--- config.mk ---
export PLATFORM = sky130hd
export DESIGN_NAME = ambient_brightness_level_tracker
export DESIGN_NICKNAME = d
export VERILOG_FILES = /design/src/abl_pkg.sv /design/src/abl_mac.sv /design/src/ambient_brightness_level_tracker.sv
export SDC_FILE = /design/constraint.sdc
export NUM_CORES = 1
export LEC_CHECK = 0
export ABC_AREA = 1
export ABC_CLOCK_PERIOD_IN_PS = 15750
export BUFFER_PORTS_ARGS = -buffer_cell sky130_fd_sc_hd__clkbuf_2
export CORE_UTILIZATION = 55
export DETAILED_ROUTE_END_ITERATION = 8
export PLACE_DENSITY = 0.71
export SYNTH_ARGS = -nofsm -noshare
export SYNTH_HDL_FRONTEND = slang
export SYNTH_SLANG_ARGS = --single-unit
--- constraint.sdc ---
create_clock -name clk -period 15.75 [get_ports clk]
set_input_delay 3.15 -clock clk [delete_from_list [all_inputs] [get_ports clk]]
set_output_delay 3.15 -clock clk [all_outputs]
set_load 0.01 [all_outputs]
--- src/abl_pkg.sv ---
// Shared types and constants for the ambient brightness level tracker.
// Used by abl_mac and the top level; no dependencies.
`timescale 1ns / 1ps
`default_nettype none
package abl_pkg;

  localparam int SAMPLE_W = 16;
  localparam int ALPHA_W  = 16;
  localparam int BAND_W   = 7;
  localparam int TICKS_W  = 8;
  localparam int LEVEL_W  = 7;
  localparam int FILT_W   = 32;
  localparam int ACC_W    = 48;
  localparam int Q8_W     = 15;
  localparam int CFG_IDX_W  = 2;
  localparam int CFG_DATA_W = 16;

  // Register indexes on the configuration port.
  localparam logic [CFG_IDX_W-1:0] CFG_ALPHA = 2'd0;
  localparam logic [CFG_IDX_W-1:0] CFG_BAND  = 2'd1;
  localparam logic [CFG_IDX_W-1:0] CFG_TICKS = 2'd2;

  localparam logic [ALPHA_W-1:0] ALPHA_RESET = 16'd9830;
  localparam logic [BAND_W-1:0]  BAND_RESET  = 7'd2;
  localparam logic [TICKS_W-1:0] TICKS_RESET = 8'd16;

  // Mapping of the average onto levels: level = avg*99/1024 + 1, in Q.8.
  localparam logic [15:0]     LEVEL_SLOPE  = 16'd99;
  localparam logic [Q8_W-1:0] LEVEL_MIN_Q8 = 15'd256;
  localparam logic [Q8_W-1:0] LEVEL_MAX_Q8 = 15'd25600;
  localparam logic [TICKS_W-1:0] SETTLE_MAX = 8'd255;

  // Command to the shared multiply-accumulate unit.
  typedef struct packed {
    logic en;     // update the accumulator this cycle
    logic clear;  // start a new sum instead of adding to the old one
    logic upper;  // weight the product by 2^16
  } mac_op_t;

endpackage
`default_nettype wire

--- src/abl_mac.sv ---
// Shared 16x16 multiply-accumulate unit with a 48-bit accumulator.
// Depends on abl_pkg for the command struct and widths.
`timescale 1ns / 1ps
`default_nettype none
module abl_mac (
  input  wire logic                    clk,
  input  wire abl_pkg::mac_op_t        op,
  input  wire logic [15:0]             x,
  input  wire logic [15:0]             y,
  output logic [abl_pkg::ACC_W-1:0]    acc
);
  import abl_pkg::*;

  logic [31:0]      prod;
  logic [ACC_W-1:0] term;
  logic [ACC_W-1:0] base;

  always_comb begin
    prod = x * y;
    term = op.upper ? {prod, 16'd0} : {16'd0, prod};
    base = op.clear ? '0 : acc;
  end

  always_ff @(posedge clk) begin
    if (op.en) begin
      acc <= base + term;
    end
  end

endmodule
`default_nettype wire

--- src/ambient_brightness_level_tracker.sv ---
// Top level of the ambient brightness level tracker: sequencer, state, hysteresis.
// Depends on abl_pkg and abl_mac.
//
//  channel   | dir | handshake         | payload
//  s_*       | in  | s_tvalid/s_tready | s_tdata[15:0] = sample
//  m_*       | out | m_tvalid/m_tready | m_tdata[6:0] = level, [7] = locked
//  cfg_*     | in  | cfg_wr_en         | cfg_index selects, cfg_wr_data[15:0]
//
// For each sample the sequencer drives one 16x16 multiplier through four products
// (two for the average, two for the level mapping) plus update steps.
// s_tready is high only while the sequencer is idle.
// The result sits in an output register; a new sample is taken while it waits,
// and the last step stalls only if that register is still full.
// rst is synchronous and restores the register defaults and the cleared state.
`timescale 1ns / 1ps
`default_nettype none
module ambient_brightness_level_tracker (
  input  wire logic                              clk,
  input  wire logic                              rst,
  input  wire logic                              s_tvalid,
  output logic                                   s_tready,
  input  wire logic [15:0]                       s_tdata,   // [15:0] sample
  output logic                                   m_tvalid,
  input  wire logic                              m_tready,
  output logic [7:0]                             m_tdata,   // [6:0] level, [7] locked
  input  wire logic                              cfg_wr_en,
  input  wire logic [abl_pkg::CFG_IDX_W-1:0]     cfg_index,
  input  wire logic [abl_pkg::CFG_DATA_W-1:0]    cfg_wr_data
);
  import abl_pkg::*;

  typedef enum logic [7:0] {
    ST_IDLE = 8'b0000_0001,
    ST_MLO  = 8'b0000_0010,
    ST_MHI  = 8'b0000_0100,
    ST_UPD  = 8'b0000_1000,
    ST_LLO  = 8'b0001_0000,
    ST_LHI  = 8'b0010_0000,
    ST_MAP  = 8'b0100_0000,
    ST_HYST = 8'b1000_0000
  } state_t;

  state_t state;
  state_t state_next;

  logic [ALPHA_W-1:0] alpha;
  logic [BAND_W-1:0]  band;
  logic [TICKS_W-1:0] lock_ticks;

  logic [FILT_W-1:0]  filt;
  logic [LEVEL_W-1:0] cur_level;
  logic               lock_flag;
  logic [TICKS_W-1:0] settle_count;

  logic [FILT_W-1:0]  mag;
  logic               neg;
  logic [Q8_W-1:0]    new8;

  mac_op_t            mac_op;
  logic [15:0]        mac_x;
  logic [15:0]        mac_y;
  logic [ACC_W-1:0]   acc;

  logic               in_xfer;
  logic               advance;
  logic [FILT_W-1:0]  samp_q16;
  logic [FILT_W-1:0]  acc_ceil;
  logic [21:0]        raw8;
  logic [Q8_W-1:0]    cur8;
  logic [Q8_W-1:0]    jump;
  logic               past;
  logic [TICKS_W-1:0] count_inc;

  assign s_tready = (state == ST_IDLE);
  assign in_xfer  = s_tvalid && s_tready;
  assign advance  = (state == ST_HYST) && (!m_tvalid || m_tready);
  assign samp_q16 = {s_tdata, 16'd0};

  abl_mac u_mac (
    .clk (clk),
    .op  (mac_op),
    .x   (mac_x),
    .y   (mac_y),
    .acc (acc)
  );

  always_comb begin
    mac_op   = '0;
    mac_x    = mag[15:0];
    mac_y    = alpha;
    acc_ceil = acc[47:16] + FILT_W'(acc[15:0] != 16'd0);
    raw8     = 22'(LEVEL_MIN_Q8) + 22'(acc[38:18]);
    cur8     = {cur_level, 8'd0};
    jump     = (cur8 > new8) ? (cur8 - new8) : (new8 - cur8);
    past     = jump > {band, 8'd0};
    count_inc = (settle_count != SETTLE_MAX) ? settle_count + 8'd1 : settle_count;
    state_next = state;
    unique case (state)
      ST_IDLE: if (in_xfer) state_next = ST_MLO;
      ST_MLO: begin
        mac_op     = '{en: 1'b1, clear: 1'b1, upper: 1'b0};
        state_next = ST_MHI;
      end
      ST_MHI: begin
        mac_op     = '{en: 1'b1, clear: 1'b0, upper: 1'b1};
        mac_x      = mag[31:16];
        state_next = ST_UPD;
      end
      ST_UPD: state_next = ST_LLO;
      ST_LLO: begin
        mac_op     = '{en: 1'b1, clear: 1'b1, upper: 1'b0};
        mac_x      = filt[15:0];
        mac_y      = LEVEL_SLOPE;
        state_next = ST_LHI;
      end
      ST_LHI: begin
        mac_op     = '{en: 1'b1, clear: 1'b0, upper: 1'b1};
        mac_x      = filt[31:16];
        mac_y      = LEVEL_SLOPE;
        state_next = ST_MAP;
      end
      ST_MAP: state_next = ST_HYST;
      ST_HYST: if (advance) state_next = ST_IDLE;
      default: state_next = ST_IDLE;
    endcase
  end

  always_ff @(posedge clk) begin
    if (rst) begin
      state <= ST_IDLE;
    end else begin
      state <= state_next;
    end
  end

  always_ff @(posedge clk) begin
    if (rst) begin
      alpha      <= ALPHA_RESET;
      band       <= BAND_RESET;
      lock_ticks <= TICKS_RESET;
    end else if (cfg_wr_en) begin
      unique case (cfg_index)
        CFG_ALPHA: alpha      <= cfg_wr_data;
        CFG_BAND:  band       <= cfg_wr_data[BAND_W-1:0];
        CFG_TICKS: lock_ticks <= cfg_wr_data[TICKS_W-1:0];
        default: ;
      endcase
    end
  end

  // The average moves by floor(alpha*(sample - avg)/2^16); the sign and
  // magnitude of the difference are kept so that the multiplier stays unsigned.
  always_ff @(posedge clk) begin
    if (in_xfer) begin
      neg <= filt > samp_q16;
      mag <= (filt > samp_q16) ? (filt - samp_q16) : (samp_q16 - filt);
    end
    if (state == ST_MAP) begin
      new8 <= (raw8 > 22'(LEVEL_MAX_Q8)) ? LEVEL_MAX_Q8 : raw8[Q8_W-1:0];
    end
  end

  always_ff @(posedge clk) begin
    if (rst) begin
      filt         <= '0;
      cur_level    <= '0;
      lock_flag    <= 1'b0;
      settle_count <= '0;
    end else begin
      if (state == ST_UPD) begin
        // Rounding toward minus infinity: a negative step takes the ceiling.
        filt <= neg ? filt - acc_ceil : filt + acc[47:16];
      end
      if (advance) begin
        if (past) begin
          lock_flag    <= 1'b0;
          settle_count <= '0;
          cur_level    <= new8[14:8];
        end else if (!lock_flag) begin
          settle_count <= count_inc;
          if (count_inc > lock_ticks) lock_flag <= 1'b1;
        end
      end
    end
  end

  always_ff @(posedge clk) begin
    if (rst) begin
      m_tvalid <= 1'b0;
    end else if (advance) begin
      m_tvalid <= 1'b1;
    end else if (m_tready) begin
      m_tvalid <= 1'b0;
    end
  end

  always_ff @(posedge clk) begin
    if (advance) begin
      m_tdata[7] <= past ? 1'b0 : (lock_flag || (count_inc > lock_ticks));
      m_tdata[6:0] <= past ? new8[14:8] : cur_level;
    end
  end

  a_one_in_flight: assert property (@(posedge clk) disable iff (rst)
    in_xfer |=> !s_tready)
    else $error("sample taken while another one is in progress");

  a_level_range: assert property (@(posedge clk) disable iff (rst)
    m_tvalid |-> (m_tdata[6:0] <= 7'd100))
    else $error("level above 100");

  a_q8_range: assert property (@(posedge clk) disable iff (rst)
    (state == ST_HYST) |-> (new8 >= LEVEL_MIN_Q8 && new8 <= LEVEL_MAX_Q8))
    else $error("mapped level out of clamp range");

  a_move_clears: assert property (@(posedge clk) disable iff (rst)
    advance && past |=> (settle_count == '0) && !lock_flag)
    else $error("move did not clear settle state");

  a_lock_holds: assert property (@(posedge clk) disable iff (rst)
    advance && lock_flag && !past |=> lock_flag && $stable(cur_level))
    else $error("locked state changed without a jump");

endmodule
`default_nettype wire
==> metrics.txt <==
share of post-route cells with drive strength above 1=3.26%; initial antenna violation count=1; Crit. Startpoint=state[2]; Post-Synthesis Cell Area=28900 sq um; Syn Inst Count=4378; Die Span X=231 microns; Synth area leaders=fa_1 14%, nand2_1 14%, ha_1 13%; Die Span Y=231 microns; Worst Clk Skew=16.0 ps; most frequent cells in the layout=1040 x nand2_1, 882 x inv_1, 547 x nor2_1, 303 x ha_1, 297 x a21oi_1; CTS Sinks=192; Placement Cell Area=29700 sq um; Worst path max stage delay=680 ps; Seq/Total Area, Yosys=16.9%; H-Tree Depth=4; row count=83; Setup crit start kind=flip-flop; first-pass GRT wire length=150000 microns; antenna cells=0; Starting Density=56.0%; Longest Clk Path Bufs=2; crit path kind=reg -> reg; pin count of the biggest net entering global routing=57; crit share post-route=63.9%; Post-Route Setup TNS=0 ps; leading cell type in the layout, fill and taps excluded=nand2_1; fmax=0.0993 GHz; final hold vios=0; Synth Net Count=4920; I/O pin cnt=49; largest area contributor in the netlist=fa_1; R2R Path Start=state[2]; GRT Util Overall=36.9%; post-synth cell types=58; crit end category=flip-flop; flop2flop setup slack=5680 ps; crit-path max FO=36; max-slew violations=0; Post-route DRC=0; vias per cell=5.54; Synth Register Bits=192; core area=51600 sq um; Synth async-reset ratio=0%; RSZ-0062 raised after global routing=no; Final Net Count=4912; Fill cells=5148; Final Setup Violations=0; CTS Root Cell=clkbuf_16; required time worst endpoint=16000 ps; status=complete, no violations; Least-Margin Pin Slew=1160 ps; post-CTS setup buffer count=0; DRT antenna net count=0; Crit-path slowest cell=and3_1; clock transition at the registers of the reported paths=90 ps; Syn Area/Cell=6.60 sq um; HPWL after DPL=81500 microns; post_cts resized=0; post-route cell area=30300 sq um; worst setup path endpoint=u_mac.acc[26]; worst hold stages=2; violation count after the first detailed-route iteration=2689; Final GP Congestion=1.05; Final min period=10070 ps; max-cap viol count=0; WL final=97400 microns; arrival time worst endpoint=10320 ps; clk_lat worst skew=510 ps; vias in the first global route=26.4k; Avg WL per Cell=19.2 microns; Critical R2R Capture=u_mac.acc[26]; worst hold path type=reg -> reg; CTS buffer count=17; Post-synth EDFFs=104; Port Buffer Count=48; relative slew slack=22.8%; vias post-DR=28.0k; Worst R2R Path Depth=36; Synthesis Warnings=0; GR Overflow Total=0; drt first pass iters=9; cts hold-fix bufs=0; CTS tree=yes; area growth from synthesis to layout=4.80%; DIE AREA=53500 sq um; top-area cell type share of the netlist area=13.8%; Top FF cell, synth=edfxtp_1
-- critical path, delay by kind of cell (launching register included) --
| family | cells | cell delay (ps) |
|---|---|---|
| adder cells (fa/ha/maj) | 8 | 3890 |
| AND/OR/NAND/NOR | 12 | 2470 |
| AO/OA/AOI/OAI | 8 | 1860 |
| buffers and inverters | 6 | 740 |
| XOR/XNOR | 2 | 480 |
| flip-flops | 1 | 350 |
-- layer usage --
metal / up-vias / global-route usage, % / wire (microns)
met5: - / 0 / 19
met4: 2 / 13.4 / 3560
met3: 182 / 7.41 / 8530
met2: 1179 / 57.4 / 42400
met1: 13000 / 50.4 / 42900
li1: 13700 / - / -
-- cells in the mapped netlist (21+ instances only) --
cell and count:
nand3_1 220, inv_1 883, dfxtp_1 88, o21bai_1 23, buf_2 24, o21ai_1 26, nor2_1 548, nor3_1 42
nand4_1 35, fa_1 200, clkbuf_1 48, xor2_1 86, a21oi_1 297, nand2_1 1040, a21o_1 21, o21ai_0 197
xnor2_1 32, edfxtp_1 104, ha_1 303
-- stage by stage --
step | std cells | hold WS (ps) | worst slack [ps] | utilization (%)
6_report | 5063 | 466 | 5680 | 58.7
5_1_grt | 5063 | 495 | 5070 | 58.7
4_1_cts | 5063 | 472 | 5850 | 58.7
3_5_place_dp | 5031 | 453 | 5890 | 57.5
3_3_place_gp | 5031 | 447 | 5750 | 57.5
2_1_floorplan | 4378 | 428 | 8140 | -
-- logic make-up after synthesis --
kind of cell	Yosys count	synth area share, %
AO/OA/AOI/OAI	641	12.3
multiplexers	2	0.0736
adder cells (fa/ha/maj)	503	27.0
buffers and inverters	990	13.1
XOR/XNOR	118	3.57
flip-flops	192	16.9
AND/OR/NAND/NOR	1932	27.1
-- registers in the layout, indices dropped and copies added, names as in the netlist, 8 cells and up --
| signal | count |
|---|---|
| lock_ticks | 8 |
| new8 | 15 |
| u_mac.acc | 48 |
| mag | 32 |
| state | 8 |
| alpha | 16 |
| m_tdata | 8 |
| settle_count | 8 |
| filt | 32 |
-- worst min path at each step --
stage                        startpoint             to  slack, ps
final                     lock_ticks[6]  lock_ticks[6]        470
after global routing            band[2]        band[2]        500
after CTS                 lock_ticks[6]  lock_ticks[6]        470
after detailed placement       alpha[9]       alpha[9]        450
after global placement    lock_ticks[4]  lock_ticks[4]        450
after floorplan           lock_ticks[0]  lock_ticks[0]        430
-- layout make-up --
type / instances / area [sq um] / area share (%)
multi-input cells: 3196 / 20200 / 66.8
flip-flops and latches: 192 / 4880 / 16.1
inverters: 906 / 3400 / 11.2
well taps: 680 / 851 / 2.81
clock buffers: 17 / 425 / 1.40
repair buffers: 57 / 308 / 1.02
clock inverters: 15 / 183 / 0.603
Power is not shown: default switching activity piles up to over one toggle a cycle in this logic, so the estimate is an artifact.
